--- config.mk ---
export PLATFORM = sky130hd
export DESIGN_NAME = sample_without_replacement_flat
export DESIGN_NICKNAME = d
export VERILOG_FILES = /design/src/swr_pkg.sv /design/src/swr_item_if.sv /design/src/swr_result_if.sv /design/src/swr_cfg_if.sv /design/src/swr_ram.sv /design/src/swr_mod.sv /design/src/swr_dp.sv /design/src/swr_ctrl.sv /design/src/sample_without_replacement.sv /design/src/flat_wrapper.sv
export SDC_FILE = /design/constraint.sdc
export NUM_CORES = 2
export LEC_CHECK = 0
export ABC_AREA = 1
export BUFFER_PORTS_ARGS = -buffer_cell sky130_fd_sc_hd__buf_2
export CELL_PAD_IN_SITES_DETAIL_PLACEMENT = 1
export CELL_PAD_IN_SITES_GLOBAL_PLACEMENT = 1
export CORE_MARGIN = 3
export CORE_UTILIZATION = 36
export CTS_BUF_LIST = sky130_fd_sc_hd__clkbuf_8
export DETAILED_ROUTE_END_ITERATION = 8
export PLACE_DENSITY_LB_ADDON = 0.1
export SYNTH_ARGS = -nofsm -noshare
export SYNTH_HDL_FRONTEND = slang
export SYNTH_HIERARCHICAL = 1
export SYNTH_SLANG_ARGS = --single-unit
--- constraint.sdc ---
create_clock -name clk -period 22.6 [get_ports clk]
set_input_delay 3.39 -clock clk [delete_from_list [all_inputs] [get_ports clk]]
set_output_delay 3.39 -clock clk [all_outputs]
set_load 0.01 [all_outputs]
--- src/swr_pkg.sv ---
// shared constants, register codes and control structs for the sample-without-replacement block
package swr_pkg;

    // payload widths fixed by the item format
    localparam int VALUE_W   = 8;
    localparam int WORD_W    = 32;
    localparam int CFG_W     = 9;
    localparam int CFG_IDX_W = 2;
    localparam int STEP_W    = $clog2(WORD_W);

    // default pool capacity
    localparam int MAX_POOL_DEF = 256;

    // register indexes on the configuration port
    localparam logic [CFG_IDX_W-1:0] REG_POOL_SIZE  = 2'd0;
    localparam logic [CFG_IDX_W-1:0] REG_DRAW_LIMIT = 2'd1;

    // register reset values
    localparam logic [CFG_W-1:0] POOL_SIZE_RST  = 9'd256;
    localparam logic [CFG_W-1:0] DRAW_LIMIT_RST = 9'd256;

    // request kinds
    localparam logic KIND_RESTART = 1'b0;
    localparam logic KIND_DRAW    = 1'b1;

    // commands from controller to datapath
    typedef struct packed {
        logic restart;
        logic mark_err;
        logic div_start;
        logic sweep_wr;
        logic rd_pick;
        logic rd_tail;
        logic commit;
        logic res_load;
    } swr_cmd_t;

    // status from datapath to controller
    typedef struct packed {
        logic restart_empty;
        logic draw_err;
        logic sweep_last;
        logic div_done;
        logic out_free;
    } swr_status_t;

endpackage

--- src/swr_item_if.sv ---
// request channel: kind and random word
interface swr_item_if import swr_pkg::*; ();
    logic              valid;
    logic              ready;
    logic              kind;
    logic [WORD_W-1:0] random_word;

    modport source (output valid, output kind, output random_word, input ready);
    modport sink   (input valid, input kind, input random_word, output ready);
endinterface

--- src/swr_result_if.sv ---
// result channel: drawn value and flags
interface swr_result_if import swr_pkg::*; ();
    logic               valid;
    logic               ready;
    logic [VALUE_W-1:0] value;
    logic               error;
    logic               last_draw;

    modport source (output valid, output value, output error, output last_draw, input ready);
    modport sink   (input valid, input value, input error, input last_draw, output ready);
endinterface

--- src/swr_cfg_if.sv ---
// configuration write channel: register index and data
interface swr_cfg_if import swr_pkg::*; ();
    logic                 valid;
    logic                 ready;
    logic [CFG_IDX_W-1:0] index;
    logic [CFG_W-1:0]     data;

    modport source (output valid, output index, output data, input ready);
    modport sink   (input valid, input index, input data, output ready);
endinterface

--- src/swr_ram.sv ---
// generic single-write, single-read ram with registered read data
module swr_ram #(
    parameter int WIDTH = 8,
    parameter int DEPTH = 256
) (
    input  logic                     clk,
    input  logic                     we,
    input  logic [$clog2(DEPTH)-1:0] waddr,
    input  logic [WIDTH-1:0]         wdata,
    input  logic                     re,
    input  logic [$clog2(DEPTH)-1:0] raddr,
    output logic [WIDTH-1:0]         rdata
);

    logic [WIDTH-1:0] mem [DEPTH];
    logic [WIDTH-1:0] rdata_reg;

    // write port
    always_ff @(posedge clk)
    begin
        if (we)
        begin
            mem[waddr] <= wdata;
        end
    end

    // registered read port
    always_ff @(posedge clk)
    begin
        if (re)
        begin
            rdata_reg <= mem[raddr];
        end
    end

    assign rdata = rdata_reg;

endmodule

--- src/swr_mod.sv ---
// bit-serial remainder unit: 32-bit word modulo a narrow divisor, one bit a cycle
module swr_mod import swr_pkg::*; #(
    parameter int CNT_W = 9
) (
    input  logic              clk,
    input  logic              rst_n,
    input  logic              start,
    input  logic [WORD_W-1:0] dividend,
    input  logic [CNT_W-1:0]  divisor,
    output logic              done,
    output logic [CNT_W-1:0]  rem
);

    logic              busy_reg;
    logic              busy_next;
    logic [STEP_W-1:0] cnt_reg;
    logic [STEP_W-1:0] cnt_next;
    logic [WORD_W-1:0] quot_reg;
    logic [WORD_W-1:0] quot_next;
    logic [CNT_W-1:0]  rem_reg;
    logic [CNT_W-1:0]  rem_next;
    logic [CNT_W:0]    trial;
    logic [CNT_W:0]    diff;

    // one restoring step
    assign trial = {rem_reg, quot_reg[WORD_W-1]};
    assign diff  = trial - {1'b0, divisor};
    assign done  = busy_reg && (cnt_reg == STEP_W'(WORD_W - 1));

    always_comb
    begin
        busy_next = busy_reg;
        cnt_next  = cnt_reg;
        quot_next = quot_reg;
        rem_next  = rem_reg;
        if (start)
        begin
            busy_next = 1'b1;
            cnt_next  = '0;
            quot_next = dividend;
            rem_next  = '0;
        end
        else if (busy_reg)
        begin
            quot_next = {quot_reg[WORD_W-2:0], 1'b0};
            rem_next  = (trial >= {1'b0, divisor}) ? diff[CNT_W-1:0] : trial[CNT_W-1:0];
            cnt_next  = cnt_reg + STEP_W'(1);
            if (done)
            begin
                busy_next = 1'b0;
            end
        end
    end

    // control state
    always_ff @(posedge clk or negedge rst_n)
    begin
        if (!rst_n)
        begin
            busy_reg <= 1'b0;
            cnt_reg  <= '0;
        end
        else
        begin
            busy_reg <= busy_next;
            cnt_reg  <= cnt_next;
        end
    end

    // shift registers
    always_ff @(posedge clk)
    begin
        quot_reg <= quot_next;
        rem_reg  <= rem_next;
    end

    assign rem = rem_reg;

    // the finished remainder is below the divisor
    assert property (@(posedge clk) disable iff (!rst_n)
        $past(done) |-> (rem_reg < divisor))
        else $error("remainder not below divisor");

endmodule

--- src/swr_dp.sv ---
// datapath: registers, pool counters, slot ram, remainder unit and result registers
module swr_dp import swr_pkg::*; #(
    parameter int MAX_POOL = MAX_POOL_DEF
) (
    input  logic                 clk,
    input  logic                 rst_n,
    input  swr_cmd_t             cmd,
    output swr_status_t          st,
    input  logic [WORD_W-1:0]    word,
    input  logic                 cfg_we,
    input  logic [CFG_IDX_W-1:0] cfg_index,
    input  logic [CFG_W-1:0]     cfg_data,
    output logic                 out_valid,
    input  logic                 out_ready,
    output logic [VALUE_W-1:0]   out_value,
    output logic                 out_error,
    output logic                 out_last
);

    localparam int IDX_W = $clog2(MAX_POOL);
    localparam int CNT_W = $clog2(MAX_POOL + 1);

    logic [CFG_W-1:0]   pool_size_reg;
    logic [CFG_W-1:0]   draw_limit_reg;
    logic [CNT_W-1:0]   remaining_reg;
    logic [CFG_W-1:0]   drawn_reg;
    logic [CNT_W-1:0]   sweep_cnt_reg;
    logic [IDX_W-1:0]   r_reg;
    logic [IDX_W-1:0]   picked_reg;
    logic [VALUE_W-1:0] res_value_reg;
    logic               res_error_reg;
    logic               res_last_reg;
    logic               out_valid_reg;
    logic [VALUE_W-1:0] out_value_reg;
    logic               out_error_reg;
    logic               out_last_reg;

    logic [CNT_W-1:0]         pool_cap;
    logic [CNT_W-1:0]         remaining_dec;
    logic [IDX_W-1:0]         tail_addr;
    logic [CFG_W-1:0]         drawn_inc;
    logic [CNT_W-1:0]         div_rem;
    logic                     div_done;
    logic                     ram_we;
    logic [IDX_W-1:0]         ram_waddr;
    logic [IDX_W:0]           ram_wdata;
    logic [IDX_W-1:0]         ram_raddr;
    logic [IDX_W:0]           ram_rdata;
    logic [IDX_W-1:0]         pick_val;
    logic [IDX_W-1:0]         tail_val;
    logic [VALUE_W+IDX_W-1:0] picked_ext;

    // pool size saturated at the capacity
    assign pool_cap = (32'(pool_size_reg) > 32'(MAX_POOL)) ? CNT_W'(MAX_POOL)
                                                           : CNT_W'(pool_size_reg);
    assign remaining_dec = remaining_reg - CNT_W'(1);
    assign tail_addr     = remaining_dec[IDX_W-1:0];
    assign drawn_inc     = drawn_reg + CFG_W'(1);

    // status
    assign st.restart_empty = (pool_cap == '0);
    assign st.draw_err      = (remaining_reg == '0) || (drawn_reg >= draw_limit_reg);
    assign st.sweep_last    = (sweep_cnt_reg == remaining_dec);
    assign st.div_done      = div_done;
    assign st.out_free      = !out_valid_reg || out_ready;

    // configuration registers
    always_ff @(posedge clk or negedge rst_n)
    begin
        if (!rst_n)
        begin
            pool_size_reg  <= POOL_SIZE_RST;
            draw_limit_reg <= DRAW_LIMIT_RST;
        end
        else if (cfg_we)
        begin
            unique case (cfg_index)
                REG_POOL_SIZE:  pool_size_reg  <= cfg_data;
                REG_DRAW_LIMIT: draw_limit_reg <= cfg_data;
                default: ;
            endcase
        end
    end

    // remainder unit
    swr_mod #(
        .CNT_W (CNT_W)
    ) u_mod (
        .clk      (clk),
        .rst_n    (rst_n),
        .start    (cmd.div_start),
        .dividend (word),
        .divisor  (remaining_reg),
        .done     (div_done),
        .rem      (div_rem)
    );

    // slot ram: written flag above the stored index
    assign ram_we    = cmd.sweep_wr || cmd.commit;
    assign ram_waddr = cmd.commit ? r_reg : sweep_cnt_reg[IDX_W-1:0];
    assign ram_wdata = cmd.commit ? {1'b1, tail_val} : '0;
    assign ram_raddr = cmd.rd_tail ? tail_addr : div_rem[IDX_W-1:0];

    swr_ram #(
        .WIDTH (IDX_W + 1),
        .DEPTH (MAX_POOL)
    ) u_ram (
        .clk   (clk),
        .we    (ram_we),
        .waddr (ram_waddr),
        .wdata (ram_wdata),
        .re    (cmd.rd_pick || cmd.rd_tail),
        .raddr (ram_raddr),
        .rdata (ram_rdata)
    );

    // unwritten slots read as their own index
    assign pick_val   = ram_rdata[IDX_W] ? ram_rdata[IDX_W-1:0] : r_reg;
    assign tail_val   = ram_rdata[IDX_W] ? ram_rdata[IDX_W-1:0] : tail_addr;
    assign picked_ext = {{VALUE_W{1'b0}}, picked_reg};

    // pool counters
    always_ff @(posedge clk or negedge rst_n)
    begin
        if (!rst_n)
        begin
            remaining_reg <= '0;
            drawn_reg     <= '0;
            sweep_cnt_reg <= '0;
        end
        else if (cmd.restart)
        begin
            remaining_reg <= pool_cap;
            drawn_reg     <= '0;
            sweep_cnt_reg <= '0;
        end
        else if (cmd.commit)
        begin
            remaining_reg <= remaining_dec;
            drawn_reg     <= drawn_inc;
        end
        else if (cmd.sweep_wr)
        begin
            sweep_cnt_reg <= sweep_cnt_reg + CNT_W'(1);
        end
    end

    // drawn slot and picked value
    always_ff @(posedge clk)
    begin
        if (cmd.rd_pick)
        begin
            r_reg <= div_rem[IDX_W-1:0];
        end
        if (cmd.rd_tail)
        begin
            picked_reg <= pick_val;
        end
    end

    // pending result
    always_ff @(posedge clk)
    begin
        if (cmd.restart)
        begin
            res_value_reg <= '0;
            res_error_reg <= 1'b0;
            res_last_reg  <= 1'b0;
        end
        else if (cmd.mark_err)
        begin
            res_value_reg <= '0;
            res_error_reg <= 1'b1;
            res_last_reg  <= 1'b0;
        end
        else if (cmd.commit)
        begin
            res_value_reg <= picked_ext[VALUE_W-1:0];
            res_error_reg <= 1'b0;
            res_last_reg  <= (drawn_inc == draw_limit_reg);
        end
    end

    // output register
    always_ff @(posedge clk or negedge rst_n)
    begin
        if (!rst_n)
        begin
            out_valid_reg <= 1'b0;
        end
        else if (cmd.res_load)
        begin
            out_valid_reg <= 1'b1;
        end
        else if (out_ready)
        begin
            out_valid_reg <= 1'b0;
        end
    end

    always_ff @(posedge clk)
    begin
        if (cmd.res_load)
        begin
            out_value_reg <= res_value_reg;
            out_error_reg <= res_error_reg;
            out_last_reg  <= res_last_reg;
        end
    end

    assign out_valid = out_valid_reg;
    assign out_value = out_value_reg;
    assign out_error = out_error_reg;
    assign out_last  = out_last_reg;

    // a committed draw always has a live pool and draws left
    assert property (@(posedge clk) disable iff (!rst_n)
        cmd.commit |-> (remaining_reg != '0) && (drawn_reg < draw_limit_reg))
        else $error("draw committed on empty pool or past limit");

    // the clearing sweep stays inside the live pool
    assert property (@(posedge clk) disable iff (!rst_n)
        cmd.sweep_wr |-> (sweep_cnt_reg < remaining_reg))
        else $error("sweep beyond live pool");

endmodule

--- src/swr_ctrl.sv ---
// controller: sequences restart sweep, draw steps and result hand-off
module swr_ctrl import swr_pkg::*; (
    input  logic        clk,
    input  logic        rst_n,
    input  logic        in_valid,
    output logic        in_ready,
    input  logic        kind,
    output swr_cmd_t    cmd,
    input  swr_status_t st
);

    localparam logic [2:0] S_IDLE    = 3'd0;
    localparam logic [2:0] S_SWEEP   = 3'd1;
    localparam logic [2:0] S_DIV     = 3'd2;
    localparam logic [2:0] S_RD_PICK = 3'd3;
    localparam logic [2:0] S_RD_TAIL = 3'd4;
    localparam logic [2:0] S_COMMIT  = 3'd5;
    localparam logic [2:0] S_PUSH    = 3'd6;

    logic [2:0] state_reg;
    logic [2:0] state_next;
    logic       accept;

    assign in_ready = (state_reg == S_IDLE);
    assign accept   = in_valid && in_ready;

    // next state and commands
    always_comb
    begin
        state_next = state_reg;
        cmd        = '0;
        unique case (state_reg)
            S_IDLE:
            begin
                if (accept)
                begin
                    if (kind == KIND_RESTART)
                    begin
                        cmd.restart = 1'b1;
                        state_next  = st.restart_empty ? S_PUSH : S_SWEEP;
                    end
                    else if (st.draw_err)
                    begin
                        cmd.mark_err = 1'b1;
                        state_next   = S_PUSH;
                    end
                    else
                    begin
                        cmd.div_start = 1'b1;
                        state_next    = S_DIV;
                    end
                end
            end
            S_SWEEP:
            begin
                cmd.sweep_wr = 1'b1;
                if (st.sweep_last)
                begin
                    state_next = S_PUSH;
                end
            end
            S_DIV:
            begin
                if (st.div_done)
                begin
                    state_next = S_RD_PICK;
                end
            end
            S_RD_PICK:
            begin
                cmd.rd_pick = 1'b1;
                state_next  = S_RD_TAIL;
            end
            S_RD_TAIL:
            begin
                cmd.rd_tail = 1'b1;
                state_next  = S_COMMIT;
            end
            S_COMMIT:
            begin
                cmd.commit = 1'b1;
                state_next = S_PUSH;
            end
            S_PUSH:
            begin
                if (st.out_free)
                begin
                    cmd.res_load = 1'b1;
                    state_next   = S_IDLE;
                end
            end
            default:
            begin
                state_next = S_IDLE;
            end
        endcase
    end

    always_ff @(posedge clk or negedge rst_n)
    begin
        if (!rst_n)
        begin
            state_reg <= S_IDLE;
        end
        else
        begin
            state_reg <= state_next;
        end
    end

    // a result is only loaded into a free output register
    assert property (@(posedge clk) disable iff (!rst_n)
        cmd.res_load |-> st.out_free)
        else $error("result loaded over pending output");

endmodule

--- src/sample_without_replacement.sv ---
// top level: partial shuffle sampler of distinct pool indices
//
//  channel  dir  payload                    handshake
//  item     in   kind, random_word          valid / ready
//  result   out  value, error, last_draw    valid / ready
//  cfg      in   index, data                valid / ready (ready held high)
//
// a draw passes the random word through the remainder unit, one bit a cycle, then does
// a slot read, a tail read, the write-back and the load of the output register.
// a restart clears the written flag of each live pool entry in turn; a draw error goes
// straight to the load. the next request is taken while a result waits, but a
// result still waiting when the next one is ready holds the block in its last step.
// reset is asynchronous, active low; slot ram contents need no reset.
module sample_without_replacement import swr_pkg::*; #(
    parameter int MAX_POOL = MAX_POOL_DEF
) (
    input  logic         clk,
    input  logic         rst_n,
    swr_item_if.sink     item,
    swr_result_if.source result,
    swr_cfg_if.sink      cfg
);

    swr_cmd_t    cmd;
    swr_status_t st;
    logic        in_ready;

    assign item.ready = in_ready;
    assign cfg.ready  = 1'b1;

    // sequencer
    swr_ctrl u_ctrl (
        .clk      (clk),
        .rst_n    (rst_n),
        .in_valid (item.valid),
        .in_ready (in_ready),
        .kind     (item.kind),
        .cmd      (cmd),
        .st       (st)
    );

    // datapath
    swr_dp #(
        .MAX_POOL (MAX_POOL)
    ) u_dp (
        .clk       (clk),
        .rst_n     (rst_n),
        .cmd       (cmd),
        .st        (st),
        .word      (item.random_word),
        .cfg_we    (cfg.valid),
        .cfg_index (cfg.index),
        .cfg_data  (cfg.data),
        .out_valid (result.valid),
        .out_ready (result.ready),
        .out_value (result.value),
        .out_error (result.error),
        .out_last  (result.last_draw)
    );

endmodule

--- src/flat_wrapper.sv ---
// flat-port wrapper written by rule: the top's interface ports become plain ports
module sample_without_replacement_flat import swr_pkg::*;
#(
    parameter int MAX_POOL = MAX_POOL_DEF
)
  (clk, rst_n, item_valid, item_kind, item_random_word, item_ready, result_valid, result_value, result_error, result_last_draw, result_ready, cfg_valid, cfg_index, cfg_data, cfg_ready);
  swr_item_if item_i ();
  swr_result_if result_i ();
  swr_cfg_if cfg_i ();
  input  logic clk;
  input  logic rst_n;
  input wire logic [$bits(item_i.valid)-1:0] item_valid;
  input wire logic [$bits(item_i.kind)-1:0] item_kind;
  input wire logic [$bits(item_i.random_word)-1:0] item_random_word;
  output wire logic [$bits(item_i.ready)-1:0] item_ready;
  output wire logic [$bits(result_i.valid)-1:0] result_valid;
  output wire logic [$bits(result_i.value)-1:0] result_value;
  output wire logic [$bits(result_i.error)-1:0] result_error;
  output wire logic [$bits(result_i.last_draw)-1:0] result_last_draw;
  input wire logic [$bits(result_i.ready)-1:0] result_ready;
  input wire logic [$bits(cfg_i.valid)-1:0] cfg_valid;
  input wire logic [$bits(cfg_i.index)-1:0] cfg_index;
  input wire logic [$bits(cfg_i.data)-1:0] cfg_data;
  output wire logic [$bits(cfg_i.ready)-1:0] cfg_ready;
  assign item_i.valid = item_valid;
  assign item_i.kind = item_kind;
  assign item_i.random_word = item_random_word;
  assign item_ready = item_i.ready;
  assign result_valid = result_i.valid;
  assign result_value = result_i.value;
  assign result_error = result_i.error;
  assign result_last_draw = result_i.last_draw;
  assign result_i.ready = result_ready;
  assign cfg_i.valid = cfg_valid;
  assign cfg_i.index = cfg_index;
  assign cfg_i.data = cfg_data;
  assign cfg_ready = cfg_i.ready;
  sample_without_replacement #(.MAX_POOL(MAX_POOL)) u_core (.clk(clk), .rst_n(rst_n), .item(item_i), .result(result_i), .cfg(cfg_i));
endmodule
# Yosys cells after proc, flatten, opt, wreduce, memory -nomap -nowiden
# Memory sizes are Yosys's and may differ from the RTL's. A register that Yosys moved wholly into a read port is not among the register bits.
# Cells that the tools add are included.
dict set report totals {
  register_bits 132
  latchBits 0
  mem_bits_rw 2304
  romBits 0
  input_bits 49
  output_inout_bits 13
  wordCells 111
  n_memories 1
}
dict set report classes {
  n_addsub 5
  n_mul 0
  div_mod_pow 0
  magnitude_cmp 3
  eq_ne 15
  shifts 0
  muxes 47
  n_bitwise 0
  reduce_logical 21
}
# name depth width read_ports rd_clocked_by_memory_dff write_ports line_no
set memory_table {}
lappend memory_table {u_core.u_dp.u_ram.mem 256 9 1 1 1 swr_ram.sv:15} ;# logic [WIDTH-1:0] mem [DEPTH];
# cell n
set op_table {}
lappend op_table {{$mux W9} 10}
lappend op_table {{$mux W32} 2}
lappend op_table {{$mux W8} 4}
lappend op_table {{$mux W3} 9}
lappend op_table {{$pmux W3 S7} 1}
lappend op_table {{$add A9 B1 Y9 const B} 2}
lappend op_table {{$eq A9 B9 Y1} 2}
lappend op_table {{$logic_not A9 Y1} 2}
lappend op_table {{$mux W1} 18}
lappend op_table {{$ge A10 B9 Y1} 1}
lappend op_table {{$mux W5} 2}
lappend op_table {{$reduce_bool A2 Y1} 5}
lappend op_table {{$eq A3 B3 Y1 const B} 3}
lappend op_table {{$ge A9 B9 Y1} 1}
lappend op_table {{$gt A9 B9 Y1 const B} 1}
lappend op_table {{$sub A9 B1 Y9 const B} 1}
lappend op_table {{$sub A9 B9 Y9} 1}
lappend op_table {{$ne A2 B1 Y1 const B} 4}
lappend op_table {{$eq A3 B2 Y1 const B} 2}
lappend op_table {{$reduce_and A2 Y1} 3}
lappend op_table {{$add A5 B1 Y5 const B} 1}
lappend op_table {{$eq A5 B5 Y1 const B} 1}
lappend op_table {{$logic_or A1 B1 Y1} 4}
lappend op_table {{$reduce_and A4 Y1} 1}
lappend op_table {{other kinds (9)} 10}

# Depth between registers and ports, before layout
dict set report logic_depth {
  depth_word 8
  depth_mapped 21
}

# Modules after synthesis
# Netlist, hierarchy kept.
# mod instances cells_each area_each_um2 seq_area_each_um2
set by_module_without_submodules {}
lappend by_module_without_submodules {swr_ram 1 7826 93609.8 69456.6}
lappend by_module_without_submodules {swr_dp 1 544 4389.2 2134.5}
lappend by_module_without_submodules {swr_mod 1 334 2618.8 1291.2}
lappend by_module_without_submodules {swr_ctrl 1 52 290.3 75.1}
lappend by_module_without_submodules {sample_without_replacement 1 2 11.3 0.0}

# Least setup slack after synthesis
# OpenSTA, ideal clock, no wires.
dict set report synth_timing {
  path_kind {register to register}
  from {register u_core.u_ctrl.state_reg[0]}
  to {memory u_core/u_dp/u_ram/mem[0][0] in the netlist's numbering (data pin)}
  setup_ns 1.578
  t_arrival_ns 14.403
  required_time_ns 21.022
  setup_slack_ns 6.618
  stages_incl_launch_ff 10
  synth_period_minus_slack_ns 15.982
  path_cell_list {dfrtp_1 inv_1 nor2_2 inv_1 nor2_1 buf_6 inv_1 buf_2 buf_2 a21oi_1}
}
# element line_no
set synth_lines {}
lappend synth_lines {{start, declared} swr_ctrl.sv:20} ;# logic [2:0] state_reg;
lappend synth_lines {{start signal, assigned} swr_ctrl.sv:107} ;# state_reg <= state_next;
lappend synth_lines {{end, declared} swr_ram.sv:15}

==> reports/qor.yml <==
setup-violations-final: 0
p_sw_share_pct: 44.1
grt.overflow.total: 0
die_h_um: 535
fin_nets: 8894
hold_buffers: 0
synth_seq_cells: 2445
finalClockSkew_ps: 65.2
holdPathStages: 0
critPathLaunchType: "flop"
crit_fanout: 191
clk_path_buf_depth: 4
internal-power_uw: 8570
dp.final_hpwl_um: 185000
critPathRequiredTime_ps: 23400
maxCapViolCount: 0
avgSynthCellArea_um2: 11.5
clkPwrFrac_pct: 24.7
dr.pass1.iters: 5
net-switching-power_uw: 6770
synth_cell_types: 50
total_power_uw: 15300
crit_arrival_ps: 7390
core-area_mm2: 0.278
p_per_area_mw_per_mm2: 137
clk_pin_slew_ps: 60
initial_core_util_pct: 36.3
port-buffer-count: 60
cts_buffers: 434
hp-class: "reg -> reg"
clockRootBuffer: "clkbuf_8"
end_kind: "flop"
synth_edf_count: 2371
dieArea_mm2: 0.287
setup_tns_ps: 0
rows: 193
viasPerCell: 5.33
post-cts-setup-buffer-count: 0
wl_per_cell_um: 25.9
final_common_cell: "nand2_1"
insertion_delay_ps: 1060
cts_resized: 0
grt_pass1_vias: 69856
max_slew_margin_pct: 8.14
antenna_left: 0
drt-initial-drc-count: 5606
htree_levels: 5
p_seq_share_pct: 34.3
antenna_found_initial: 14
ys.flop_type: "edfxtp_1"
dpl_cell_area_mm2: 0.104
gp_congestion: 0.803
power_frac_comb_pct: 41.0
max_freq_mhz: 152
most-common-layout-cells: "2,699 x nand2_1, 2,371 x edfxtp_1, 2,336 x nand3_1, 447 x clkbuf_8, 331 x nor2_1"
syn_area_mm2: 0.101
final-instance-count-excl-fill: 12875
place_inst: 12089
vdd_drop_max_mv: 0.217
power_leakage_uw: 0.0410
synth_seq_area_share_pct: 72.3
status: "complete, no violations"
crit_type: "reg -> reg"
syn_inst: 8758
ff2ff_path_depth: 20
slew_violations: 0
drc: 0
ys_async_sr_fraction_pct: 2.25
yosys_warnings: 6
grt_max_degree: 192
timing.final.crit_period_ps: 6600
worst_pin_slew_ps: 1370
synth_fp_nets: 8831
largest_reg_flops: 2304
postLayoutCellArea_mm2: 0.112
die_x_um: 535
routed_wl_um: 334000
drive_gt1_share_pct: 8.71
n_fill_cell: 29806
cts_tree: "built"
hold_violations: 0
rsz0062_at_grt: "no"
grt_usage_pct: 22.8
num_vias: 68668
io_pins: 62
period_share_pct: 29.2
grt_pass1_wl_um: 488000
clkSinkCount: 2445
syn2layout_area_growth_pct: 11.3
[power groups by stage]
| stage | Sequential [µW] | Clock (µW) | Combinational [µW] |
|---|---|---|---|
| floorplan | 5350 | 0 | 3930 |
| global placement | 5350 | 0 | 6300 |
| detailed placement | 5350 | 0 | 6330 |
| CTS | 5260 | 3920 | 6350 |
| global route | 5270 | 4120 | 6890 |
| finish | 5260 | 3800 | 6280 |
[kinds of logic (layout without fill, tap and decap cells)]
kind of cell               count (synthesis)  in the layout  synth area share [%]
other                                      1              6               0.00372
DFF                                     2445           2445                  72.3
buffers and inverters                    722           1129                  3.33
and+or+nand+nor                         5449           5449                  23.4
AOI/OAI and AO/OA                        107            107                 0.603
xor gates and xnor gates                  10             10                0.0868
adders and majority gates                 24             24                 0.305
[through the flow]
stage / hold WS [ps] / utilization (%) / setup WS (ps)
final: 425 / 40.4 / 16000
after global routing: 449 / 40.4 / 15570
after CTS: 427 / 40.4 / 15840
after detailed placement: 418 / 37.6 / 15840
after global placement: 418 / 37.6 / 15850
after floorplan: 409 / - / 6620
[cell type report]
class / count / area (µm²) / area share, %
multi-input combinational: 5591 / 24800 / 22.1
sequential: 2445 / 73000 / 65.0
inverter: 162 / 656 / 0.584
tap: 3705 / 4640 / 4.13
timing repair buffer: 187 / 1400 / 1.25
clock buffer: 447 / 6150 / 5.48
antenna: 5 / 12.5 / 0.0111
clock inverter: 333 / 1660 / 1.48
[worst max-delay path, stage by stage, from the launching register on]
cell and delay [ps]:
dfrtp_1 420, inv_2 130, nor3_2 130, buf_4 230, inv_1 340, nand2_1 230
o21ai_4 70, buf_4 370, inv_16 470, buf_4 700, buf_4 780, buf_4 810
nand3_1 150, nand3_1 130, nand3_1 130, nand3_1 210, nand3_1 240, nand3_1 160
nand2_1 100, nand2_1 130, nand2_1 60
[cells in the mapped netlist (2+ instances only)]
cell / n / area [µm²]
a21oi_1: 29 / 145
a21oi_2: 2 / 17.5
a31oi_1: 2 / 12.5
buf_1: 56 / 210
buf_2: 332 / 1660
buf_4: 27 / 203
buf_6: 17 / 191
clkbuf_1: 128 / 480
clkinv_1: 4 / 15.0
clkinv_2: 2 / 10.0
dfrtp_1: 53 / 1330
dfstp_2: 2 / 52.6
dfxtp_1: 19 / 380
edfxtp_1: 2371 / 71200
ha_1: 23 / 288
inv_1: 142 / 533
inv_2: 13 / 48.8
nand2_1: 2715 / 10200
nand2_2: 14 / 87.6
nand2_4: 2 / 22.5
nand3_1: 2336 / 11700
nand3_2: 2 / 20.0
nand3b_1: 2 / 15.0
nand4_1: 11 / 68.8
nor2_1: 334 / 1250
nor2_2: 10 / 62.6
nor2_4: 3 / 33.8
nor3_1: 10 / 50.1
nor3_2: 3 / 30.0
nor4_1: 2 / 12.5
o211ai_1: 3 / 22.5
o21ai_0: 56 / 280
o221ai_1: 7 / 61.3
o22ai_1: 2 / 12.5
xnor2_1: 3 / 26.3
xor2_1: 7 / 61.3
[worst paths after layout]
check / endpoint / from / slack [ps]
min in group asynchronous: u_core/u_dp/out_valid / rst_n / 2550
max in group asynchronous: u_core/u_dp/remaining_reg[6] / rst_n / 19520
worst max-delay path: u_core/u_dp/u_ram/rdata[1] / u_core/u_ctrl/state_reg[2] / 16000
worst max register to register: u_core/u_dp/u_ram/rdata[1] / u_core/u_ctrl/state_reg[2] / 16000
worst min register to register: u_core/u_dp/out_last / u_core/u_dp/res_last_reg / 420
worst min-delay path: u_core/u_dp/out_last / u_core/u_dp/res_last_reg / 420
[per-layer routing]
layer / GRT usage (%) / wire length [µm] / vias up
met5: 0 / 0 / -
met3: 3.12 / 17300 / 433
met4: 6.17 / 8000 / 0
met1: 33.1 / 155000 / 35438
li1: - / - / 31052
met2: 35.9 / 154000 / 1745
No activity file was read; power rests on OpenSTA's default activity.
